`src/hdl/hdv_pkg.sv`:
```
`timescale 1ns / 1ps
// Shared types, character codes and layout positions for the HTTP date checker.
// No dependencies; used by hdv_scan and http_date_validator.
package hdv_pkg;

	typedef logic [4:0] pos_t;
	typedef logic [7:0] char_t;
	typedef logic [6:0] num_t;
	typedef logic [3:0] month_t;

	// One scan register set, carried from one beat to the next.
	typedef struct packed {
		pos_t        pos;
		logic        reject;
		logic [15:0] letters;
		num_t        day;
		month_t      month;
		num_t        year_hi;
		num_t        year_lo;
		num_t        pair;
	} scan_state_t;

	// Layout positions of the 29-character date.
	localparam pos_t P_WDAY0 = 5'd0;
	localparam pos_t P_WDAY1 = 5'd1;
	localparam pos_t P_WDAY2 = 5'd2;
	localparam pos_t P_COMMA = 5'd3;
	localparam pos_t P_SP0   = 5'd4;
	localparam pos_t P_DAY0  = 5'd5;
	localparam pos_t P_DAY1  = 5'd6;
	localparam pos_t P_SP1   = 5'd7;
	localparam pos_t P_MON0  = 5'd8;
	localparam pos_t P_MON1  = 5'd9;
	localparam pos_t P_MON2  = 5'd10;
	localparam pos_t P_SP2   = 5'd11;
	localparam pos_t P_YEAR0 = 5'd12;
	localparam pos_t P_YEAR1 = 5'd13;
	localparam pos_t P_YEAR2 = 5'd14;
	localparam pos_t P_YEAR3 = 5'd15;
	localparam pos_t P_SP3   = 5'd16;
	localparam pos_t P_HOUR0 = 5'd17;
	localparam pos_t P_HOUR1 = 5'd18;
	localparam pos_t P_COL0  = 5'd19;
	localparam pos_t P_MIN0  = 5'd20;
	localparam pos_t P_MIN1  = 5'd21;
	localparam pos_t P_COL1  = 5'd22;
	localparam pos_t P_SEC0  = 5'd23;
	localparam pos_t P_SEC1  = 5'd24;
	localparam pos_t P_SP4   = 5'd25;
	localparam pos_t P_ZONE0 = 5'd26;
	localparam pos_t P_ZONE1 = 5'd27;
	localparam pos_t P_ZONE2 = 5'd28;
	localparam pos_t P_FULL  = 5'd29;

	localparam char_t CH_COMMA = 8'h2C;
	localparam char_t CH_SPACE = 8'h20;
	localparam char_t CH_COLON = 8'h3A;
	localparam char_t CH_ZERO  = 8'h30;
	localparam char_t CH_NINE  = 8'h39;
	localparam char_t CH_G     = 8'h47;
	localparam char_t CH_M     = 8'h4D;
	localparam char_t CH_T     = 8'h54;

	localparam num_t MAX_HOUR = 7'd23;
	localparam num_t MAX_MINSEC = 7'd59;

	localparam logic [23:0] WEEKDAY_NAMES [7] = '{
		"Mon", "Tue", "Wed", "Thu", "Fri", "Sat", "Sun"
	};

	localparam logic [23:0] MONTH_NAMES [12] = '{
		"Jan", "Feb", "Mar", "Apr", "May", "Jun",
		"Jul", "Aug", "Sep", "Oct", "Nov", "Dec"
	};

	function automatic logic weekday_ok(input logic [23:0] word);
		logic hit;
		hit = 1'b0;
		for (int i = 0; i < 7; i++) begin
			if (WEEKDAY_NAMES[i] == word) begin
				hit = 1'b1;
			end
		end
		return hit;
	endfunction

	// 1..12 for a known month name, 0 otherwise.
	function automatic month_t month_code(input logic [23:0] word);
		month_t code;
		code = '0;
		for (int i = 0; i < 12; i++) begin
			if (MONTH_NAMES[i] == word) begin
				code = month_t'(i + 1);
			end
		end
		return code;
	endfunction

	function automatic logic [4:0] month_days(input month_t m, input logic leap);
		logic [4:0] n;
		case (m)
			4'd1, 4'd3, 4'd5, 4'd7, 4'd8, 4'd10, 4'd12: n = 5'd31;
			4'd4, 4'd6, 4'd9, 4'd11:                   n = 5'd30;
			4'd2:                                      n = leap ? 5'd29 : 5'd28;
			default:                                   n = 5'd0;
		endcase
		return n;
	endfunction

	// x * 10 + d, kept to seven bits.
	function automatic num_t times10_add(input num_t x, input logic [3:0] d);
		return num_t'({x, 3'b000} + {x, 1'b0} + {3'b000, d});
	endfunction

endpackage

```
`src/hdl/http_date_validator.sv`:
```
`timescale 1ns / 1ps
// HTTP (RFC 1123) date checker, one character per beat; depends on hdv_pkg, hdv_scan.
// Throughput: one byte per cycle while no result waits; the scan state updates in a single pass of hdv_scan.
// date_ok is registered as the final byte leaves the input register into the scan.
// A waiting result stalls input only once the next final byte reaches the input register.
// Reset (arst_n low) clears the scan state and both valid flags; no result is pending.
module http_date_validator (
	input  logic       clk,
	input  logic       arst_n,
	input  logic       in_valid,
	output logic       in_ready,
	input  logic [7:0] in_byte,
	input  logic       last_byte,
	output logic       out_valid,
	input  logic       out_ready,
	output logic       date_ok
);

	logic                 valid_s1;
	logic [7:0]           byte_s1;
	logic                 last_s1;
	logic                 advance;
	logic                 out_valid_q;
	logic                 date_ok_q;
	hdv_pkg::scan_state_t state_q;
	hdv_pkg::scan_state_t state_nxt;

	hdv_scan u_scan (
		.cur     (state_q),
		.in_char (byte_s1),
		.nxt     (state_nxt)
	);

	// a final byte waits only when the result register is still full and not being read
	assign advance  = valid_s1 && (!last_s1 || !out_valid_q || out_ready);
	assign in_ready = !valid_s1 || advance;

	always_ff @(posedge clk or negedge arst_n) begin
		if (!arst_n) begin
			valid_s1    <= 1'b0;
			out_valid_q <= 1'b0;
			state_q     <= '0;
		end else begin
			if (in_ready) begin
				valid_s1 <= in_valid;
			end
			if (advance) begin
				state_q <= last_s1 ? '0 : state_nxt;
			end
			if (advance && last_s1) begin
				out_valid_q <= 1'b1;
			end else if (out_ready) begin
				out_valid_q <= 1'b0;
			end
		end
	end

	always_ff @(posedge clk) begin
		if (in_valid && in_ready) begin
			byte_s1 <= in_byte;
			last_s1 <= last_byte;
		end
		if (advance && last_s1) begin
			date_ok_q <= !state_nxt.reject && (state_q.pos == hdv_pkg::P_ZONE2);
		end
	end

	assign out_valid = out_valid_q;
	assign date_ok   = date_ok_q;

endmodule

```
`src/hdl/hdv_scan.sv`:
```
`timescale 1ns / 1ps
// Per-beat date layout check: next scan state from the current state and one byte.
// Depends on hdv_pkg.
module hdv_scan (
	input  hdv_pkg::scan_state_t cur,
	input  hdv_pkg::char_t       in_char,
	output hdv_pkg::scan_state_t nxt
);

	logic            dig;
	logic [3:0]      dval;
	logic [23:0]     word;
	hdv_pkg::num_t   acc_day;
	hdv_pkg::num_t   acc_year_hi;
	hdv_pkg::num_t   acc_year_lo;
	hdv_pkg::num_t   acc_pair;
	hdv_pkg::month_t mcode;
	logic            leap;
	logic            year_zero;
	logic [4:0]      lim;
	logic            bad;

	assign dig  = (in_char >= hdv_pkg::CH_ZERO) && (in_char <= hdv_pkg::CH_NINE);
	assign dval = dig ? 4'(in_char - hdv_pkg::CH_ZERO) : 4'd0;
	assign word = {cur.letters, in_char};

	assign acc_day     = hdv_pkg::times10_add(cur.day, dval);
	assign acc_year_hi = hdv_pkg::times10_add(cur.year_hi, dval);
	assign acc_year_lo = hdv_pkg::times10_add(cur.year_lo, dval);
	assign acc_pair    = hdv_pkg::times10_add(cur.pair, dval);
	assign mcode       = hdv_pkg::month_code(word);

	// Gregorian leap year from the century and the low two digits.
	assign leap = (acc_year_lo[1:0] == 2'b00)
		&& ((acc_year_lo != '0) || (cur.year_hi[1:0] == 2'b00));
	assign year_zero = (cur.year_hi == '0) && (acc_year_lo == '0);
	assign lim = hdv_pkg::month_days(cur.month, leap);

	always_comb begin
		nxt = cur;
		bad = 1'b0;
		case (cur.pos)
			hdv_pkg::P_WDAY0, hdv_pkg::P_WDAY1, hdv_pkg::P_MON0, hdv_pkg::P_MON1: begin
				nxt.letters = word[15:0];
			end
			hdv_pkg::P_WDAY2: bad = !hdv_pkg::weekday_ok(word);
			hdv_pkg::P_COMMA: bad = (in_char != hdv_pkg::CH_COMMA);
			hdv_pkg::P_SP0, hdv_pkg::P_SP1, hdv_pkg::P_SP2, hdv_pkg::P_SP3,
			hdv_pkg::P_SP4: begin
				bad = (in_char != hdv_pkg::CH_SPACE);
			end
			hdv_pkg::P_COL0, hdv_pkg::P_COL1: bad = (in_char != hdv_pkg::CH_COLON);
			hdv_pkg::P_DAY0, hdv_pkg::P_DAY1: begin
				bad = !dig;
				if (dig) begin
					nxt.day = acc_day;
				end
			end
			hdv_pkg::P_MON2: begin
				nxt.month = mcode;
				bad = (mcode == '0);
			end
			hdv_pkg::P_YEAR0, hdv_pkg::P_YEAR1: begin
				bad = !dig;
				if (dig) begin
					nxt.year_hi = acc_year_hi;
				end
			end
			hdv_pkg::P_YEAR2: begin
				bad = !dig;
				if (dig) begin
					nxt.year_lo = acc_year_lo;
				end
			end
			hdv_pkg::P_YEAR3: begin
				if (!dig) begin
					bad = 1'b1;
				end else begin
					nxt.year_lo = acc_year_lo;
					bad = year_zero || (cur.month == '0) || (cur.day == '0)
						|| (cur.day > {2'b00, lim});
				end
			end
			hdv_pkg::P_HOUR0, hdv_pkg::P_MIN0, hdv_pkg::P_SEC0: begin
				bad = !dig;
				if (dig) begin
					nxt.pair = {3'b000, dval};
				end
			end
			hdv_pkg::P_HOUR1: begin
				bad = !dig || (acc_pair > hdv_pkg::MAX_HOUR);
				if (dig) begin
					nxt.pair = acc_pair;
				end
			end
			hdv_pkg::P_MIN1, hdv_pkg::P_SEC1: begin
				bad = !dig || (acc_pair > hdv_pkg::MAX_MINSEC);
				if (dig) begin
					nxt.pair = acc_pair;
				end
			end
			hdv_pkg::P_ZONE0: bad = (in_char != hdv_pkg::CH_G);
			hdv_pkg::P_ZONE1: bad = (in_char != hdv_pkg::CH_M);
			hdv_pkg::P_ZONE2: bad = (in_char != hdv_pkg::CH_T);
			default:          bad = 1'b1;
		endcase
		nxt.reject = cur.reject || bad;
		// hold the position at full length once past the end
		if (cur.pos < hdv_pkg::P_FULL) begin
			nxt.pos = cur.pos + 5'd1;
		end
	end

endmodule
```
`config.mk`:
```
export PLATFORM = sky130hd
export DESIGN_NAME = http_date_validator
export DESIGN_NICKNAME = d
export VERILOG_FILES = /design/src/hdl/hdv_pkg.sv /design/src/hdl/http_date_validator.sv /design/src/hdl/hdv_scan.sv
export SDC_FILE = /design/constraint.sdc
export NUM_CORES = 1
export LEC_CHECK = 0
export BUFFER_PORTS_ARGS = -buffer_cell sky130_fd_sc_hd__buf_4
export CAP_MARGIN = 20
export CELL_PAD_IN_SITES_DETAIL_PLACEMENT = 1
export CELL_PAD_IN_SITES_GLOBAL_PLACEMENT = 1
export CORE_MARGIN = 3
export CORE_UTILIZATION = 30
export CTS_CLUSTER_SIZE = 40
export DETAILED_ROUTE_END_ITERATION = 16
export PLACE_DENSITY_LB_ADDON = 0.2
export SYNTH_ARGS = -nofsm -noshare
export SYNTH_HDL_FRONTEND = slang
export SYNTH_SLANG_ARGS = --single-unit
```
`constraint.sdc`:
```
create_clock -name clk -period 4.2 [get_ports clk]
set_input_delay 0.84 -clock clk [delete_from_list [all_inputs] [get_ports clk]]
set_output_delay 0.84 -clock clk [all_outputs]
set_load 0.005 [all_outputs]
```
# Word level (Yosys, flattened, before mapping)
# Index checks and enable logic that the tools add are counted.
dict set report word_totals {
  register_bits 64
  input_bits 13
  wordCells 196
}
dict set report classes {
  reduce_logical 60
  magnitude_cmp 6
  n_addsub 10
  eq_ne 67
  muxes 40
}
# operator n
set op_table {}
lappend op_table {{23-bit by 24-bit equality test with 1-bit output, first input constant} 19}
lappend op_table {{5-bit equality test, second input constant} 13}
lappend op_table {{7-bit 2-to-1 mux} 8}
lappend op_table {{54-bit 2-to-1 mux} 1}
lappend op_table {{5-bit by 4-bit equality test with 1-bit output, second input constant} 8}
lappend op_table {{7-bit by 4-bit adder with 7-bit output} 4}
lappend op_table {{7-bit adder} 4}
lappend op_table {{4-bit 2-to-1 mux} 7}
lappend op_table {{8-bit by 6-bit inequality test with 1-bit output, second input constant} 3}
lappend op_table {{8-bit by 7-bit inequality test with 1-bit output, second input constant} 3}
lappend op_table {{7-bit logical NOT} 3}
lappend op_table {{4-bit equality test, second input constant} 5}
lappend op_table {{5-bit by 3-bit equality test with 1-bit output, second input constant} 4}
lappend op_table {{4-bit by 3-bit equality test with 1-bit output, second input constant} 4}
lappend op_table {{16-bit 2-to-1 mux} 1}
lappend op_table {{2-bit nonzero test} 8}
lappend op_table {{5-bit case mux with 3 select lines} 1}
lappend op_table {{7-bit case mux with 2 select lines} 1}
lappend op_table {{1-bit 2-to-1 mux} 13}
lappend op_table {{1-bit case mux with 13 select lines} 1}
lappend op_table {{3-bit 2-to-1 mux} 4}
lappend op_table {{5-bit by 2-bit equality test with 1-bit output, second input constant} 2}
lappend op_table {{1-bit logical OR} 10}
lappend op_table {{2-bit OR reduction} 5}
lappend op_table {{30 further kinds} 51}

# Longest topological paths before layout
# Gate-level depths: netlist (run 1).
dict set report depth {
  ltp_word 18
  ltp_mapped 22
}

# Hierarchy
# From an unflattened synthesis (run 1), not the netlist that was laid out.
dict set report unflattened {
  hier_cells 709
  hier_area_um2 6416.2
}
# mod seq_area_each_um2 cells_each n_inst area_each_um2
set modules_own_cells {}
lappend modules_own_cells {http_date_validator 1701.6 328 1 3479.6}
lappend modules_own_cells {hdv_scan 0.0 381 1 2936.6}

# Least setup slack after synthesis (run 1)
# OpenSTA, ideal clock, no wires.
dict set report synth_timing {
  path_kind {register to register}
  from {register byte_s1[1]}
  to {register date_ok_q, in the netlist date_ok, data pin}
  n_path_buf 1
  path_slack_ns 0.036
  arrival_time_ns 4.032
  stages_incl_launch_ff 20
  path_cell_list {edfxtp_1 buf_2 o21ai_0 and3_1 fa_1 ha_1 a21o_1 a21oi_1 xor2_1 o21ai_0 nor3b_1 o221ai_1 ha_1 nand3_1 o22ai_1 a21oi_1 o41ai_1 o2111ai_1 nor3_1 and3_1}
}
dict set report synth_via {
  elab_chain_len 18
  elab_cells_between_ends 76
  cone_classes {3 x add/sub; 5 x order compare; 25 x eq/ne; 25 x mux; 18 x reduce/logical}
}
# element line_no
set synth_lines {}
lappend synth_lines {{start: declaration} http_date_validator.sv:20} ;# logic [7:0] byte_s1;
lappend synth_lines {{start signal: assignment} http_date_validator.sv:60} ;# byte_s1 <= in_byte;
lappend synth_lines {{parallel branches: the longest is 14 deep, another holds 8-bit by 6-bit greater-or-equal comparator with 1-bit output} -}
lappend synth_lines {{1-bit case mux with 13 select lines *} hdv_scan.sv:42} ;# case (cur.pos)
lappend synth_lines {{1-bit logical OR *} hdv_scan.sv:107} ;# nxt.reject = cur.reject || bad;
lappend synth_lines {{1-bit logical NOT *} http_date_validator.sv:64} ;# date_ok_q <= !state_nxt.reject && (state_q.pos == hdv_pkg::P_ZONE2);
lappend synth_lines {{1-bit logical AND *} http_date_validator.sv:64}
lappend synth_lines {{end signal: assignment} http_date_validator.sv:64}
lappend synth_lines {{end: declaration} http_date_validator.sv:24} ;# logic date_ok_q;
# Every way passes the cells marked *. The select of a mux whose other input is x is not followed.
# A chain may end at the register's enable or synchronous reset.

# Worst setup path in the final report (run 1)
dict set report layout_timing {
  from {register byte_s1[6]}
  to {register date_ok_q, in the netlist date_ok, data pin}
}
# The elaborated chain is that of the path after synthesis.

==> impl_metrics.csv, run 1 <==
group,metric,value,unit
place,gp_congestion,0.847,
critical_path,critPathTopFamily,"simple AND/OR/NAND/NOR gates",
synthesis,ys_types,71,
cells_and_area,final_core_util,36.8,%
critical_path,critPathArrivalTime,4.30,ns
power,p_total,0.00210,W
synthesis,synth-seq-cells,64,
timing,drv_slew,0,
critical_path,slowest_delay,0.43,ns
floorplan,start_util,31.3,%
place,numPortBuffers,15,
global_route,overflow,0,
floorplan,die_h,136,um
drt,dr.pass1.iters,4,
critical_path,path_cells,"nor3_2, buf_4, and3_1, ha_1, ha_1, inv_1, fa_2, xnor2_2, nor4b_2, nor3b_2, o221ai_1, ha_1, nand3_2, o22ai_2, a21oi_2, o41ai_2, o2111ai_1, nor3_2, and3_1",
timing,worst_pin_slew,0.753,ns
floorplan,io_pins,16,
synthesis,syn_nets,602,
drt,via_per_inst,5.54,
critical_path,required,4.41,ns
timing,clock_skew,0.0102,ns
floorplan,core.rowCount,46,
critical_path,critPathMostFrequentCell,"ha_1",
global_route,grtUsageMet1,24.4,%
critical_path,end_kind,"register",
global_route,grt_pass1_vias,4628,
drt,via_count,4373,
place,hpwl,11.5,mm
drt,drtIter0Drc,224,
cts,cts_inserted_buffers,9,
cts,clockBufferDepth,2,
cts,cts_root_buf,"clkbuf_16",
timing,setup-violations-final,0,
power,leakage,2.61,nW
critical_path,crit_path_top_delay_cell,"edfxtp_1",
cells_and_area,post-route-cell-area,5950,um2
cells_and_area,syn_to_final_growth,17.6,%
cts,hold_buffers,0,
synthesis,synth.yosys.warnings,0,
global_route,grt_max_degree,55,
run,max-cap-violations,0,
cts,cts.sinks,64,
timing,setup_ws,0.114,ns
timing,slew_headroom,49.8,%
cts,insertion_delay,0.35,ns
drt,wl,15.4,mm
floorplan,die_w,136,um
cts,clkTransAtPathRegs,0.06,ns
global_route,busiest_layer,"met2",
critical_path,critical_path_class,"register to register",
cts,cts_max_level,3,
global_route,grt.total_usage,17.5,%
drt,ant_nets,0,
global_route,grt_pass1_wl,25.4,mm
drt,wl_per_cell,19.5,um
power,ir_drop,0.245,mV
place,place_area,5480,um2
floorplan,dieArea,18500,um2
critical_path,cp-start-kind,"register",
drt,drc,0,
synthesis,synth_edf_count,10,
power,power_density,353,nW/um2
synthesis,synth_cells,540,
synthesis,synth_top_area_cell,"dfrtp_1",
synthesis,ys_top_cells_by_area,"dfrtp_1, ha_1, edfxtp_1, a22o_1, xnor2_1",
timing,finalHoldViolCount,0,
critical_path,critPathMaxFanout,3,
worst_hold_path,hold_path.class,"register to register",
synthesis,synth_area,5060,um2
synthesis,synthDominantCellAreaShare,26.7,%
global_route,antenna_found_initial,0,
global_route,met3_usage,2.92,%
floorplan,core,16200,um2
timing,min_period_over_period,97.3,%
place,post-place-ws,-0.183,ns
cts,cts_tree,"done",
timing,max_freq,245,MHz
cells_and_area,antenna_cells,0,
synthesis,ys_seq_area_share,32.6,%
synthesis,syn_avg_cell_area,9.37,um2
cells_and_area,layout.nets,630,
cells_and_area,drive_gt1_share,16.8,%
status,outcome,"finished clean",
global_route,grt_util_met2,28.2,%
synthesis,async_flop_share,84.4,%
timing,fin_crit,4.09,ns
synthesis,synthFlopType,"dfrtp_1",
timing,rsz0062_at_grt,"yes",
critical_path,path_buf_inv,2,
area by class of cell:
cell class	count	area [um2]
Clock inverter	7	101
Tap cell	216	270
Sequential cell	64	1650
Timing Repair Buffer	42	319
Clock buffer	9	225
Fill cell	1817	10200
Inverter	30	113
Multi-Input combinational cell	421	3270
worst reg2reg max path: stages (launching register included):
cell       delay [ns]
edfxtp_1         0.43
nor3_2           0.25
buf_4            0.15
and3_1           0.18
ha_1             0.15
ha_1             0.16
inv_1            0.06
fa_2             0.37
xnor2_2          0.16
nor4b_2          0.29
nor3b_2          0.22
o221ai_1         0.14
ha_1             0.31
nand3_2          0.08
o22ai_2          0.12
a21oi_2          0.05
o41ai_2          0.23
o2111ai_1        0.19
nor3_2           0.25
and3_1           0.18
synthesized netlist by cell type, drive strengths merged (12+ instances only):
cell type	number
nor3	22
inv	30
dfrtp	54
a22o	33
nand2	39
o21ai	28
and3	12
buf	12
nor2	27
a21oi	22
xnor2	20
clkbuf	13
nand3	13
ha	41
nand2b	14
registers in the layout (all words and copies together), names as in the netlist:
| signal | flops |
|---|---|
| last_s1 | 1 |
| byte_s1 | 8 |
| date_ok | 1 |
| state_q | 52 |
| out_valid | 1 |
| valid_s1 | 1 |
placed cells by master (no fill, tap or decap), types with 19 or more instances in the layout:
cell type  instances
nor3_1            20
a21oi_1           19
inv_1             29
nor2_1            27
nand2_1           38
o21ai_0           21
buf_4             41
ha_1              41
dfrtp_1           54
a22o_1            33
xnor2_1           19
final timing paths:
path	from	endpoint	slack, ns	cells after the start
setup / recovery	byte_s1[6]$_DFFE_PP_	date_ok$_DFFE_PP_	0.11	19
hold / removal	state_q[20]$_DFFE_PN0P_	state_q[20]$_DFFE_PN0P_	0.51	1
setup reg to reg	byte_s1[6]$_DFFE_PP_	date_ok$_DFFE_PP_	0.11	19
hold reg to reg	state_q[20]$_DFFE_PN0P_	state_q[20]$_DFFE_PN0P_	0.51	1
max in group asynchronous	arst_n	state_q[30]$_DFFE_PN0P_	3.14	1
min in group asynchronous	arst_n	state_q[28]$_DFFE_PN0P_	0.56	1
logic make-up after synthesis:
| group | Yosys count | synth area share, % |
|---|---|---|
| mux | 6 | 1.34 |
| fa+ha+maj | 49 | 13.3 |
| compound gates | 137 | 19.5 |
| simple gates | 204 | 24.2 |
| flops | 64 | 32.6 |
| xor+xnor | 25 | 4.33 |
| buf+inv | 55 | 4.65 |
routing by layer:
| layer | wire (um) | part of all wire [%] |
|---|---|---|
| met1 | 7510 | 49 |
| met2 | 7170 | 47 |
| met4 | 232 | 1.5 |
| met3 | 475 | 3.1 |
| met5 | 0 | 0 |
through the flow:
step                hold WS, ns  cells  setup TNS [ns]
finish                    0.515    789               0
global route              0.544    789          -0.294
CTS                       0.515    784               0
detailed placement        0.499    768          -0.267
global placement          0.500    767               0
floorplan                 0.470    540               0
timing repair:
item                                    4_1_cts  5_1_grt
hold endpoints to repair                      0        0
pin swaps                                     1        6
resized for setup                             6       17
buffers inserted                              0        5
cloned                                        0        0
endpoints found under the setup margin        2        2
where the power goes:
group          switching, W  internal (W)  leakage (nW)
clock network      0.000315      0.000527         0.158
registers          0.000102      0.000689         0.834
logic              0.000269      0.000198          1.62
total              0.000686       0.00141          2.61
Note: power is estimated with default switching activity, not from simulation.
==> run 2, diff against run 1 <==
CTS_BUF_LIST = sky130_fd_sc_hd__clkbuf_4   (was unset)
==> run 2 against run 1 <==
Cell count up 1.0%. Total power is 15% lower. Clock skew grew 0.015 ns. Sequential share of layout area increased by 0.22 points. Critical endpoint unchanged. Largest power group is now registers.
==> impl_metrics.csv, run 2 (synthesis results as in run 1) <==
group,metric,value,unit
floorplan,die_h,136,um
cells_and_area,num-fill-cells,1846,
floorplan,dieArea,18500,um2
power,seqPwrFrac,44.1,%
drt,wl_per_cell,19.6,um
cts,cts.sinks,64,
cells_and_area,regMostFlops,"state_q",
drt,wl,15.6,mm
critical_path,crit_path_top_delay_cell,"edfxtp_1",
critical_path,end_kind,"register",
cells_and_area,antenna_cells,0,
floorplan,start_util,31.3,%
critical_path,required,4.53,ns
critical_path,critPathArrivalTime,4.41,ns
worst_hold_path,hold_path.class,"input pin to async pin",
cts,cts_root_buf,"clkbuf_4",
timing,max_freq,245,MHz
drt,ant_nets,0,
power,power.net_switching,0.000652,W
place,gp_congestion,0.847,
global_route,overflow,0,
timing,slew_headroom,50.8,%
timing,drv_slew,0,
drt,wl_met2,7.42,mm
cts,hold_buffers,0,
global_route,antenna_found_initial,0,
timing,rsz0062_at_grt,"yes",
power,p_clk_share,29.6,%
floorplan,die_w,136,um
critical_path,path_buf_inv,3,
critical_path,cp-start-kind,"register",
timing,min_period_over_period,97.2,%
critical_path,ff2ff_setup_slack,0.12,ns
power,leakage,2.57,nW
drt,drtIter0Drc,187,
critical_path,slowest_delay,0.47,ns
cts,clkTransAtPathRegs,0.13,ns
global_route,grt_pass1_vias,4770,
cts,cts_max_level,3,
critical_path,critPathTopFamily,"simple AND/OR/NAND/NOR gates",
global_route,grt.total_usage,17.8,%
critical_path,cp_num_cells,19,
timing,fin_crit,4.08,ns
power,pwr-share-comb,26.2,%
drt,wl_met1,7.47,mm
place,hpwl,11.5,mm
place,post-place-ws,-0.183,ns
drt,via_count,4406,
critical_path,r2r_start,"byte_s1[7]$_DFFE_PP_",
timing,worst_pin_slew,0.738,ns
power,power_density,303,nW/um2
floorplan,core.rowCount,46,
global_route,grt_pass1_wl,25.9,mm
run,max-cap-violations,0,
power,ir_drop,0.215,mV
critical_path,critPathMostFrequentCell,"ha_4",
floorplan,core,16200,um2
drt,wl_met3,515,um
cells_and_area,final_core_util,36.5,%
cells_and_area,layout.nets,638,
status,outcome,"finished clean",
drt,dr.pass1.iters,4,
cells_and_area,mostFrequentLayoutCell,"dfrtp_1",
cells_and_area,syn_to_final_growth,16.6,%
critical_path,path_cells,"buf_6, nor4_2, buf_4, ha_4, ha_4, inv_2, fa_2, xnor2_2, nor4b_2, nor3b_2, o221ai_2, ha_1, nand3_2, o22ai_2, a21oi_2, o41ai_2, o2111ai_2, nor3_2, and3_1",
timing,clock_skew,0.0256,ns
cells_and_area,drive_gt1_share,18.6,%
critical_path,critPathMaxFanout,7,
cells_and_area,largestRegisters,"state_q (52), byte_s1 (8)",
timing,finalHoldViolCount,0,
cells_and_area,mostFrequentLayoutCells,"dfrtp_1, buf_4, nand2_1, ha_1, a22o_1",
cells_and_area,largest_reg_flops,52,
cts,cts_inserted_buffers,9,
drt,via_per_inst,5.53,
drt,drc,0,
drt,topRoutingLayerUsed,"met4",
cts,cts_tree,"done",
timing,setup-violations-final,0,
floorplan,io_pins,16,
power,sw_frac_of_total,36.4,%
power,p_total,0.00179,W
cts,insertion_delay,0.47,ns
critical_path,r2r_end,"date_ok$_DFFE_PP_",
timing,setup_ws,0.119,ns
critical_path,ff2ff_path_depth,19,
place,numPortBuffers,15,
power,cellInternalPower,0.00114,W
global_route,grt_max_degree,55,
cts,clockBufferDepth,2,
critical_path,critical_path_class,"register to register",
==> run 2: routing by layer <==
layer / vias up / track usage [%]
met5: - / 0
met4: 0 / 4.54
met3: 14 / 3.03
met2: 64 / 29.4
met1: 2218 / 24.3
li1: 2110 / -
==> run 2: how the worst max path moves through the flow <==
stage,from,to
floorplan,byte_s1[1]$_DFFE_PP_,date_ok$_DFFE_PP_
global placement,byte_s1[6]$_DFFE_PP_,date_ok$_DFFE_PP_
detailed placement,byte_s1[6]$_DFFE_PP_,date_ok$_DFFE_PP_
CTS,byte_s1[4]$_DFFE_PP_,date_ok$_DFFE_PP_
global route,byte_s1[5]$_DFFE_PP_,date_ok$_DFFE_PP_
finish,byte_s1[7]$_DFFE_PP_,date_ok$_DFFE_PP_
==> run 2: timing repair <==
action | in CTS | in global routing
buffers inserted | 13 | 0
endpoints found under the setup margin | 2 | 2
cloned | 0 | 0
gates resized for setup | 22 | 9
pin swaps | 17 | 13
==> run 2: layout make-up <==
cell class | count | area (um2) | share of cell area [%]
clock buffers | 9 | 67.6 | 1.15
well taps | 216 | 270 | 4.58
flip-flops and latches | 64 | 1650 | 28.0
inverters | 30 | 113 | 1.91
clock inverters | 7 | 101 | 1.72
repair buffers | 50 | 387 | 6.55
multi-input cells | 421 | 3310 | 56.1
==> run 2: power by group through the flow <==
stage	combinational (W)	sequential [W]	clock [W]
floorplan	0.000331	0.000753	0
global placement	0.000427	0.000796	0
detailed placement	0.000436	0.000799	0
CTS	0.000444	0.000788	0.000554
global route	0.000523	0.000802	0.000575
finish	0.000470	0.000790	0.000530
==> run 2: stage by stage <==
step	hold WS, ns	std cells	area, um2	setup TNS, ns
2_1_floorplan	0.470	540	5060	0
3_3_place_gp	0.500	767	5480	0
3_5_place_dp	0.499	768	5480	-0.267
4_1_cts	0.414	797	5860	-0.0617
5_1_grt	0.449	797	5900	-0.163
6_report	0.423	797	5900	0
